## config.mk

```make
export PLATFORM = sky130hd
export DESIGN_NAME = qbvs_ctrl
export DESIGN_NICKNAME = d
export VERILOG_FILES = /design/src/hw/rtl/qbvs_pkg.sv /design/src/hw/rtl/qbvs_ctrl.sv
export SDC_FILE = /design/constraint.sdc
export NUM_CORES = 1
export LEC_CHECK = 0
export BUFFER_PORTS_ARGS = -buffer_cell sky130_fd_sc_hd__buf_2
export CAP_MARGIN = 20
export CORE_MARGIN = 2
export CORE_UTILIZATION = 48
export DETAILED_ROUTE_END_ITERATION = 12
export PLACE_DENSITY = 0.75
export SETUP_SLACK_MARGIN = 0.02
export SYNTH_ARGS = -nofsm -noshare
export SYNTH_HDL_FRONTEND = slang
export SYNTH_SLANG_ARGS = --single-unit
```

## constraint.sdc

```tcl
create_clock -name clk -period 1.4 [get_ports clk]
set_input_delay 0.21 -clock clk [delete_from_list [all_inputs] [get_ports clk]]
set_output_delay 0.21 -clock clk [all_outputs]
set_load 0.02 [all_outputs]
```

## src/hw/rtl/qbvs_pkg.sv

```systemverilog
// Shared types, codes and constants of the quad batch vertex setup block.
package qbvs_pkg;

  localparam int FRAC_BITS     = 16;
  localparam int TEXTURE_SLOTS = 32;
  localparam int SLOT_W        = 5;
  localparam int USED_W        = 6;
  localparam int CNT_W         = 15;
  localparam int WORD_W        = 32;
  localparam int ACC_W         = 64;
  localparam int IDX_W         = 16;
  localparam int STEP_W        = 3;
  localparam int CFG_IDX_W     = 1;
  localparam int CFG_DATA_W    = 15;
  localparam int IN_DATA_W     = 256;
  localparam int IN_USER_W     = 2;
  localparam int OUT_DATA_W    = 168;
  localparam int OUT_USER_W    = 3;

  localparam logic [CNT_W-1:0]  QPB_RESET        = CNT_W'(10000);
  localparam logic [USED_W-1:0] SLOT_LIMIT_RESET = USED_W'(32);

  localparam logic [CFG_IDX_W-1:0] CFG_QUADS_PER_BATCH = 1'b0;
  localparam logic [CFG_IDX_W-1:0] CFG_SLOT_LIMIT      = 1'b1;

  localparam logic [STEP_W-1:0] STEP_MUL_X  = 3'd0;
  localparam logic [STEP_W-1:0] STEP_MUL_Y  = 3'd1;
  localparam logic [STEP_W-1:0] STEP_SUM_X  = 3'd2;
  localparam logic [STEP_W-1:0] STEP_SUM_XY = 3'd3;
  localparam logic [STEP_W-1:0] STEP_SUM_Y  = 3'd4;
  localparam logic [STEP_W-1:0] CORNER_LAST = 3'd3;
  localparam logic [STEP_W-1:0] INDEX_LAST  = 3'd5;

  typedef enum logic [1:0] {
    KIND_FLAT,
    KIND_TEX,
    KIND_END,
    KIND_BEGIN
  } kind_t;

  typedef enum logic [1:0] {
    RES_VERTEX,
    RES_INDEX,
    RES_FLUSH,
    RES_BIND
  } res_kind_t;

  typedef enum logic [2:0] {
    OP_NONE,
    OP_LOAD,
    OP_CLEAR,
    OP_CALC,
    OP_FLUSH,
    OP_BIND,
    OP_VERT,
    OP_INDEX
  } op_t;

  typedef enum logic [3:0] {
    ST_IDLE,
    ST_DISPATCH,
    ST_CALC,
    ST_FULL,
    ST_SLOTCHK,
    ST_SLOTFLUSH,
    ST_BIND,
    ST_VERT,
    ST_INDEX,
    ST_END_FLAT,
    ST_END_TEX
  } state_t;

  typedef struct packed {
    op_t               op;
    logic              fire;
    logic              emit;
    logic              last;
    logic              sel;
    logic [STEP_W-1:0] step;
  } cmd_t;

  typedef struct packed {
    kind_t kind;
    logic  full;
    logic  flat_nz;
    logic  tex_nz;
    logic  hit;
    logic  slot_full;
    logic  out_free;
  } stat_t;

  function automatic logic [1:0] index_offset(input logic [STEP_W-1:0] step);
    logic [1:0] off;
    case (step)
      3'd0:    off = 2'd0;
      3'd1:    off = 2'd1;
      3'd2:    off = 2'd2;
      3'd3:    off = 2'd2;
      3'd4:    off = 2'd3;
      default: off = 2'd0;
    endcase
    return off;
  endfunction

endpackage

```

## src/hw/rtl/qbvs_ctrl.sv

```systemverilog
// Sequencer of the quad batch vertex setup block: accept, compute, flush, bind, emit.
module qbvs_ctrl (
  input  logic              clk,
  input  logic              rst_n,
  input  logic              in_tvalid,
  output logic              in_tready,
  input  qbvs_pkg::stat_t   stat,
  output qbvs_pkg::cmd_t    cmd
);

  qbvs_pkg::state_t                state_r, state_nxt;
  logic [qbvs_pkg::STEP_W-1:0]     step_r, step_nxt;
  logic                            sel;

  assign sel = (stat.kind == qbvs_pkg::KIND_TEX);

  always_ff @(posedge clk) begin
    if (!rst_n) begin
      state_r <= qbvs_pkg::ST_IDLE;
      step_r  <= '0;
    end else begin
      state_r <= state_nxt;
      step_r  <= step_nxt;
    end
  end

  always_comb begin
    state_nxt = state_r;
    step_nxt  = step_r;
    in_tready = 1'b0;
    cmd.op    = qbvs_pkg::OP_NONE;
    cmd.fire  = 1'b0;
    cmd.emit  = 1'b0;
    cmd.last  = 1'b0;
    cmd.sel   = sel;
    cmd.step  = step_r;
    unique case (state_r)
      qbvs_pkg::ST_IDLE: begin
        in_tready = 1'b1;
        cmd.op    = qbvs_pkg::OP_LOAD;
        cmd.fire  = in_tvalid;
        if (in_tvalid) begin
          state_nxt = qbvs_pkg::ST_DISPATCH;
        end
      end
      qbvs_pkg::ST_DISPATCH: begin
        step_nxt = '0;
        if (stat.kind == qbvs_pkg::KIND_BEGIN) begin
          cmd.op    = qbvs_pkg::OP_CLEAR;
          cmd.fire  = 1'b1;
          state_nxt = qbvs_pkg::ST_IDLE;
        end else if (stat.kind == qbvs_pkg::KIND_END) begin
          state_nxt = qbvs_pkg::ST_END_FLAT;
        end else begin
          state_nxt = qbvs_pkg::ST_CALC;
        end
      end
      qbvs_pkg::ST_CALC: begin
        cmd.op   = qbvs_pkg::OP_CALC;
        cmd.fire = 1'b1;
        step_nxt = step_r + 3'd1;
        if (step_r == qbvs_pkg::STEP_SUM_Y) begin
          step_nxt = '0;
          if (stat.full) begin
            state_nxt = qbvs_pkg::ST_FULL;
          end else if (sel) begin
            state_nxt = qbvs_pkg::ST_SLOTCHK;
          end else begin
            state_nxt = qbvs_pkg::ST_VERT;
          end
        end
      end
      qbvs_pkg::ST_FULL: begin
        cmd.op   = qbvs_pkg::OP_FLUSH;
        cmd.emit = sel ? stat.tex_nz : stat.flat_nz;
        cmd.fire = !cmd.emit || stat.out_free;
        if (cmd.fire) begin
          state_nxt = sel ? qbvs_pkg::ST_SLOTCHK : qbvs_pkg::ST_VERT;
        end
      end
      qbvs_pkg::ST_SLOTCHK: begin
        if (stat.hit) begin
          state_nxt = qbvs_pkg::ST_VERT;
        end else if (stat.slot_full) begin
          state_nxt = qbvs_pkg::ST_SLOTFLUSH;
        end else begin
          state_nxt = qbvs_pkg::ST_BIND;
        end
      end
      qbvs_pkg::ST_SLOTFLUSH: begin
        cmd.op   = qbvs_pkg::OP_FLUSH;
        cmd.sel  = 1'b1;
        cmd.emit = stat.tex_nz;
        cmd.fire = !cmd.emit || stat.out_free;
        if (cmd.fire) begin
          state_nxt = qbvs_pkg::ST_BIND;
        end
      end
      qbvs_pkg::ST_BIND: begin
        cmd.op   = qbvs_pkg::OP_BIND;
        cmd.sel  = 1'b1;
        cmd.emit = 1'b1;
        cmd.fire = stat.out_free;
        if (cmd.fire) begin
          state_nxt = qbvs_pkg::ST_VERT;
        end
      end
      qbvs_pkg::ST_VERT: begin
        cmd.op   = qbvs_pkg::OP_VERT;
        cmd.emit = 1'b1;
        cmd.fire = stat.out_free;
        if (cmd.fire) begin
          step_nxt = step_r + 3'd1;
          if (step_r == qbvs_pkg::CORNER_LAST) begin
            step_nxt  = '0;
            state_nxt = qbvs_pkg::ST_INDEX;
          end
        end
      end
      qbvs_pkg::ST_INDEX: begin
        cmd.op   = qbvs_pkg::OP_INDEX;
        cmd.emit = 1'b1;
        cmd.last = (step_r == qbvs_pkg::INDEX_LAST);
        cmd.fire = stat.out_free;
        if (cmd.fire) begin
          step_nxt = step_r + 3'd1;
          if (step_r == qbvs_pkg::INDEX_LAST) begin
            step_nxt  = '0;
            state_nxt = qbvs_pkg::ST_IDLE;
          end
        end
      end
      qbvs_pkg::ST_END_FLAT: begin
        cmd.op   = qbvs_pkg::OP_FLUSH;
        cmd.sel  = 1'b0;
        cmd.emit = stat.flat_nz;
        cmd.last = !stat.tex_nz;
        cmd.fire = !cmd.emit || stat.out_free;
        if (cmd.fire) begin
          state_nxt = qbvs_pkg::ST_END_TEX;
        end
      end
      qbvs_pkg::ST_END_TEX: begin
        cmd.op   = qbvs_pkg::OP_FLUSH;
        cmd.sel  = 1'b1;
        cmd.emit = stat.tex_nz;
        cmd.last = 1'b1;
        cmd.fire = !cmd.emit || stat.out_free;
        if (cmd.fire) begin
          state_nxt = qbvs_pkg::ST_IDLE;
        end
      end
      default: begin
        state_nxt = qbvs_pkg::ST_IDLE;
        step_nxt  = '0;
      end
    endcase
  end

endmodule

```

**Word level (Yosys, flattened, before mapping)**

Cells that the tools add are included.
Widths: inputs -> output; s select.

- Bits in registers: 7
- Word-level logic and storage cells: 75
- Output and inout port bits: 11

- Reduce and logical (&&, ||, !) cells: 13
- $add $sub $neg: 1
- Bitwise gates (word level): 1
- Multiplexer cells: 31
- Equal/unequal tests: 27

Operator list:

| kind | number |
|---|---|
| $mux 4 | 13 |
| $pmux 4 s11 | 1 |
| $pmux 4 s9 | 1 |
| $ne 2x2->1 const B | 11 |
| $mux 3 | 7 |
| $eq 4x3->1 const B | 4 |
| $eq 4x4->1 const B | 3 |
| $pmux 3 s4 | 1 |
| $reduce_and 11->1 | 1 |
| $eq 4x2->1 const B | 2 |
| $reduce_or 7->1 | 1 |
| $eq 3x3->1 const B | 2 |
| $mux 2 | 3 |
| $reduce_or 3->1 | 2 |
| $eq 2x2->1 const B | 2 |
| $eq 4x1->1 const B | 1 |
| $logic_not 4->1 | 1 |
| $pmux 1 s4 | 1 |
| $add 3x1->3 const B | 1 |
| $eq 3x2->1 const B | 1 |
| $logic_not 1->1 | 3 |
| $logic_or 1x1->1 | 3 |
| $pmux 1 s3 | 1 |
| $reduce_and 3->1 | 1 |
| 5 further kinds | 6 |

**Logic depth before layout (Yosys ltp)**

Gate-level depths: netlist (run 1).

- Depth in word-level cells: 6
- Gate-level depth with buffers: 7
- Mapped depth without buffers: 7

**Least setup slack after synthesis (run 1)**

No wires, ideal clock.

- Kind: register -> register
- Start: register state_r[3]
- End: register state_r[0]
- Library setup time: 0.072 ns
- Clock period less this slack: 1.864 ns
- Arrival time: 1.792 ns
- Cell stages (with the launch flop): 6
- Setup slack: -0.464 ns
- Path buffers: 1
- Cell sequence: dfxtp_1 > buf_2 > nor4_1 > a2bb2oi_1 > o211ai_2 > mux2i_1

- Cells in the longest elaborated chain, start to end: 3

RTL lines:

| element | line | source |
|---|---|---|
| start, declared | qbvs_ctrl.sv:11 | `qbvs_pkg::state_t state_r, state_nxt;` |
| start signal, assigned | qbvs_ctrl.sv:19 | `state_r <= qbvs_pkg::ST_IDLE;` |
| start signal, assigned | qbvs_ctrl.sv:22 | `state_r <= state_nxt;` |
| $eq 4x4->1 (tied with other cells) | qbvs_ctrl.sv:37 | `unique case (state_r)` |
| $ne 2x2->1 (no source line) | - |  |
| $reduce_and 11->1 (no source line) | - |  |

Parallel ways exist; a longest one is shown, timed or not.
A chain may end at the register's enable or synchronous reset.

==> results of run 1 <==
sequential cells by signal, summed over array words and instances (netlist names):
signal,cells
step_r,3
state_r,4
metrics by stage:
stage / hold slack (ns) / total power [uW] / setup slack [ns] / std cells / TNS [ns]
after floorplan: 0.3802 / 1479 / -0.1357 / 132 / -0.2945
after global placement: 0.4943 / 2119 / -0.1567 / 212 / -1.425
after detailed placement: 0.4932 / 2164 / -0.2979 / 212 / -2.051
after CTS: 0.2960 / 2683 / -0.2955 / 226 / -3.111
after global routing: 0.2814 / 3441 / -0.5589 / 230 / -6.014
final: 0.2763 / 3327 / -0.5019 / 230 / -5.307
layer usage:
metal / up-vias / routed length (um) / GRT usage [%]
met1: 687 / 1900 / 45.09
met5: - / 0 / 0
met4: 0 / 381 / 15.14
met2: 146 / 2464 / 66.05
met3: 44 / 576 / 13.70
li1: 627 / - / -
cell type report:
type	count	share of cell area, %
Clock buffer	4	1.486
Inverter	10	2.406
Multi-Input combinational cell	106	50.96
Sequential cell	7	9.130
Tap cell	27	1.911
Timing Repair Buffer	76	34.11
timing repair:
action                                  CTS  global route
endpoints found under the setup margin   15            15
gates resized for setup                  30            32
buffers inserted                         10             5
pin swaps                                14             9
hold buffers                              0             0
cells by family after synthesis:
group	Yosys count	share of synthesized area, %
DFF	7	14.89
buffers and inverters	19	8.910
AOI/OAI and AO/OA	41	32.45
xor gates and xnor gates	1	0.9310
adders and majority gates	5	6.649
muxes	5	5.851
and+or+nand+nor	54	30.32
where the power goes:
part	internal, uW	switching, uW	total [uW]
combinational	1350	1390	2740
sequential	258	121	378
clock	110	101	211
total	1720	1610	3330
cell usage in the layout (no fill, tap or decap), types with 4 or more instances in the layout:
cell     netlist  layout
buf_6          0      16
buf_2          7      14
nand2_1       17      16
buf_4          1      45
nand3_1        5       5
o21ai_0       10       6
dfxtp_4        0       5
inv_1         10       7
nor2_1        11       7
mux2i_1        4       4
worst max-delay path, stage by stage (launching register included):
cell and delay (ns):
dfxtp_4 0.46, buf_4 0.20, nor2b_4 0.05, a2bb2oi_1 0.22, o22ai_1 0.13, nand3_1 0.09, o211ai_1 0.10, buf_4 0.17
worst paths after layout:
path               from        end  slack (ns)  cells after the start
max          state_r[2]     cmd[6]       -0.50                      7
min reg2reg   step_r[1]  step_r[1]        0.53                      2
max reg2reg  state_r[1]  step_r[0]       -0.42                      6
min               rst_n  step_r[2]        0.28                      2
==> impl_metrics.yaml, run 1 <==
outcome:
  outcome: "complete, but fails checks"
  failed_checks: "negative setup slack"
placed_design:
  numPortBuffers: 21
  dpl_cell_area_mm2: 0.001414
  gp_congestion: 0.8920
  place.detailed.hpwl_um: 2450
global_routing:
  grt_start_max_net_pins: 13
  antenna_found_initial: 0
  grt-ovfl-total: 0
  grt_pass1_wl_um: 6265
  grt.total_usage_pct: 39.15
  grt_pass1_vias: 1307
layout:
  drive_above_1_share_pct: 60.10
  diodes: 0
  multi_input_area_um2: 900.9
  nFillCells: 62
  finalInstanceArea_mm2: 0.001768
  finalCoreUtilization_pct: 92.96
  fin_nets: 220
  regArea_um2: 161.4
  syn2layout_area_growth_pct: 87.90
setup_path:
  cp_max_fo: 11
  end_kind: "output port"
  critPathKind: "flip-flop to output port"
  arrival_ns: 1.69
  crit_required_ns: 1.19
  cp-start-kind: "flip-flop"
clocking:
  clockBufferDepth: 2
  clk_latency_ns: 0.28
  htreeDepth: 1
  root_buffer: "clkbuf_4"
  cts_tree: "done"
  cts_buffers: 3
  clk_pin_slew_worst_paths_ns: 0.06
  cts_sinks: 7
sta:
  timing.final.crit_share_pct: 135.8
  hold_viol_final: 0
  fin_crit_ns: 1.902
  finClkSkew_ns: 0.008381
  worst_slew_pin_slew_ns: 0.4894
  max_slew_margin_pct: 66.96
  setup_ws_ns: -0.5019
  finalSetupViolations: 15
  timing.fmax_mhz: 525.8
  rsz0062_at_grt: "true"
  slew_viol_final: 0
detailed_routing:
  vias: 1504
  via_per_inst: 6.539
  wirelength_um: 5322
  post_drt_wl_per_cell_um: 23.14
  antenna_left: 0
  drc: 0
  dr.pass1.iters: 4
  drt_iter0_drc: 115
die:
  start_util_pct: 49.47
  die_x_um: 48.28
  pin_count: 22
  die_y_um: 48.28
  rows: 16
  die_area_mm2: 0.002330
  coreArea_mm2: 0.001902
yosys:
  async_flop_share_pct: 0
  synth_area_um2: 940.9
  synth_cell_type_count: 48
  synth_fp_nets: 148
  yosysMostFrequentCell: "nand2_1"
  yosysTopAreaCell: "dfxtp_1"
  synth_top_area_share_pct: 14.89
  ys.flop_type: "dfxtp_1"
  ys_top_cells_by_count: "nand2_1, nor2_1, inv_1, o21ai_0"
  ys_seq_elements: 7
  synth_seq_area_share_pct: 14.89
  synth_cells: 132
  syn_avg_cell_area_um2: 7.128
  yosys-top-cells-area: "dfxtp_1, nand2_1, ha_1"
  yosys_warnings: 0
  synth_edf_count: 0
worst_hold_path:
  hp-class: "primary input to flip-flop"
power:
  ir_drop_v: 0.001273
  total_leakage_power_uw: 0.0007640
  power.density_mw_per_mm2: 1882
run:
  cap_violations: 0
Note: power is estimated with default switching activity, not from simulation.
==> inputs of run 2 (changes only) <==
CORE_UTILIZATION = 50   (was 48)
CTS_BUF_LIST = sky130_fd_sc_hd__clkbuf_4   (was unset)
PLACE_DENSITY = 0.78   (was 0.75)
==> run 2 against run 1 <==
The flow now stops in 5_1_grt. Area after synthesis did not move. Synthesized cell count did not move.
==> impl_metrics.yaml, run 2 <==
yosys:
  synth_seq_area_share_pct: 14.89
  ys.flop_type: "dfxtp_1"
  yosysMostFrequentCell: "nand2_1"
  yosys_warnings: 0
  synth_area_um2: 940.9
  syn_avg_cell_area_um2: 7.128
  synth_edf_count: 0
  synth_cell_type_count: 48
  yosysTopAreaCell: "dfxtp_1"
  ys_seq_elements: 7
  synth_fp_nets: 148
  synth_cells: 132
  async_flop_share_pct: 0
  yosys-top-cells-area: "dfxtp_1, nand2_1, ha_1"
  synth_top_area_share_pct: 14.89
  ys_top_cells_by_count: "nand2_1, nor2_1, inv_1, o21ai_0"
clocking:
  cts_buffers: 3
  cts_sinks: 7
  htreeDepth: 1
  clockBufferDepth: 2
  root_buffer: "clkbuf_4"
outcome:
  outcome: "aborted with a tool error"
  firstError: "[ERROR DPL-0038] Utilization greater than 100%, impossible to legalize"
  lastStage: "5_1_grt"
die:
  rows: 15
  die_y_um: 47.38
  die_x_um: 47.38
  start_util_pct: 53.91
  pin_count: 22
sta:
  endpoint_type: "output port"
  worstEndpointGrtRepair: "cmd[5]"
global_routing:
  grt_start_max_net_pins: 12
placed_design:
  numPortBuffers: 21
  place.detailed.hpwl_um: 2440
  gp_congestion: 0.8949
==> run 2: metrics by stage <==
step / cells / hold slack [ns] / cell area, um2 / util, % / setup WS, ns
floorplan: 132 / 0.3802 / 1047 / - / -0.1357
CTS: 226 / 0.2901 / 1669 / 95.63 / -0.3044
detailed placement: 211 / 0.5504 / 1419 / 81.29 / -0.3300
global placement: 211 / 0.5477 / 1419 / 81.29 / -0.1624
==> run 2: logic make-up after synthesis <==
family	after synthesis	share of synthesized area, %
AO/OA/AOI/OAI	41	32.45
XOR/XNOR	1	0.9310
adder cells (fa/ha/maj)	5	6.649
buffers and inverters	19	8.910
flip-flops	7	14.89
multiplexers	5	5.851
AND/OR/NAND/NOR	54	30.32
==> run 2: what timing repair did <==
action / CTS
setup buffers: 11
hold buffers: 0
pin swaps: 15
resized for setup: 42
setup endpoints to repair: 15
==> inputs of run 3 (changes only) <==
CORE_AREA = 2 2 63 65   (was unset)
CORE_MARGIN = unset   (was 2)
CORE_UTILIZATION = unset   (was 50)
CTS_BUF_LIST = unset   (was sky130_fd_sc_hd__clkbuf_4)
DIE_AREA = 0 0 65 67   (was unset)
PLACE_DENSITY = unset   (was 0.78)
PLACE_DENSITY_LB_ADDON = 0.15   (was unset)
SETUP_SLACK_MARGIN = unset   (was 0.02)
clock period = 1.82 ns   (was 1.4 ns; I/O delays follow)
==> run 3 against run 2 <==
The run now ends clean.
==> impl_metrics.yaml, run 3 (synthesis results as in run 1) <==
outcome:
  outcome: "complete, no violations"
detailed_routing:
  wirelength_um: 2942
  via_per_inst: 5.018
  drt_iter0_drc: 57
  vias: 1104
  antenna_left: 0
  post_drt_wl_per_cell_um: 13.37
  drc: 0
  dr.pass1.iters: 4
clocking:
  postCtsHoldBufs: 0
  root_buffer: "clkbuf_8"
  cts_tree: "done"
  cts_sinks: 7
  clk_pin_slew_worst_paths_ns: 0.04
  htreeDepth: 1
  clockBufferDepth: 2
  clk_latency_ns: 0.23
  cts_buffers: 3
power:
  power.density_mw_per_mm2: 1323
  total_leakage_power_uw: 0.0005672
  power_uw: 1805
  ir_drop_v: 0.0003929
worst_hold_path:
  hp-class: "primary input to flip-flop"
  min_path_cells: 3
sta:
  finalSetupViolations: 0
  timing.final.crit_share_pct: 96.71
  rsz0062_at_grt: "true"
  worst_slew_pin_slew_ns: 0.3622
  slew_viol_final: 0
  holdWs_ns: 0.3814
  hold_viol_final: 0
  fin_crit_ns: 1.760
  max_slew_margin_pct: 75.54
  finClkSkew_ns: 0.003607
  timing.fmax_mhz: 568.1
global_routing:
  grt_pass1_wl_um: 4698
  grt.total_usage_pct: 13.86
  antenna_found_initial: 0
  grt-ovfl-total: 0
  grt_start_max_net_pins: 17
  grt_pass1_vias: 1031
setup_path:
  reg2reg_depth: 5
  cp-start-kind: "flip-flop"
  critPathKind: "flip-flop to output port"
  ff2ff_setup_slack_ns: 0.15
  end_kind: "output port"
  cp-endpoint: "cmd[6]"
  cp_max_fo: 6
  arrival_ns: 1.49
  reg2reg_from: "step_r[0]"
  crit_required_ns: 1.55
  worst_r2r_endpoint: "step_r[0]"
  crit_start: "state_r[2]"
layout:
  drive_above_1_share_pct: 38.95
  syn2layout_area_growth_pct: 44.95
  top_regs: "state_r x4, step_r x3"
  layout_common_cells: "buf_4, buf_2, nand2_1"
  regMostFlops: "state_r"
  largest_register_ffs: 4
  final_common_cell: "buf_4"
  diodes: 0
  fin_nets: 189
die:
  die_x_um: 65
  start_util_pct: 26.09
  die_area_mm2: 0.004355
  rows: 22
  coreArea_mm2: 0.003606
  pin_count: 22
  die_y_um: 67
placed_design:
  place.detailed.hpwl_um: 2346
  gp_congestion: 0.7807
  numPortBuffers: 21
run:
  cap_violations: 0
[run 3: worst min-delay path by stage]
stage               from         end  slack (ns)
4_1_cts            rst_n  state_r[1]        0.38
3_5_place_dp   step_r[1]   step_r[1]        0.49
6_report           rst_n  state_r[1]        0.38
5_1_grt            rst_n   step_r[1]        0.41
2_1_floorplan      rst_n  state_r[2]        0.45
3_3_place_gp   step_r[1]   step_r[1]        0.49
[run 3: cell type report]
cell class / instances / area (um2)
multi-input combinational: 106 / 765.7
timing repair buffer: 45 / 304.0
clock buffer: 4 / 45.04
sequential: 7 / 151.4
fill: 392 / 2242
inverter: 10 / 37.54
tap: 48 / 60.06
[run 3: worst max-delay path: stages, from the launching register on]
cell and delay [ns]:
dfxtp_4 0.38, buf_6 0.13, nand2_2 0.11, a21oi_2 0.16, o21a_1 0.18, nand2_1 0.06, o211ai_1 0.07, buf_4 0.17
[run 3: timing repair]
item                                    4_1_cts  5_1_grt
endpoints found under the setup margin       11        9
pin swaps                                     0        2
buffers inserted                              0        3
gates resized for setup                       4       19
hold endpoints to repair                      0        0
[run 3: where the power goes]
part | switching [uW] | internal (uW) | leakage, uW
Clock | 65.6 | 151 | 0.0000228
Sequential | 104 | 201 | 0.0000589
Combinational | 682 | 602 | 0.000486
Total | 851 | 954 | 0.000567
[run 3: per-stage QoR]
stage	cells	worst slack (ns)	utilization, %	TNS, ns	cell area, um2
2_1_floorplan	132	0.05723	-	0	947.2
3_3_place_gp	213	-0.1589	33.93	-0.2970	1224
3_5_place_dp	213	-0.1225	33.93	-0.2414	1224
4_1_cts	217	-0.06055	35.32	-0.1766	1274
5_1_grt	220	-0.01841	37.82	-0.01841	1364
6_report	220	0.05986	37.82	0	1364
[run 3: layer usage]
metal / GRT usage [%] / up-vias / wire, um
met1: 19.07 / 508 / 1342
met4: 4.787 / 0 / 23
met5: 0 / - / 0
met2: 22.16 / 26 / 1443
li1: - / 566 / -
met3: 1.689 / 4 / 133
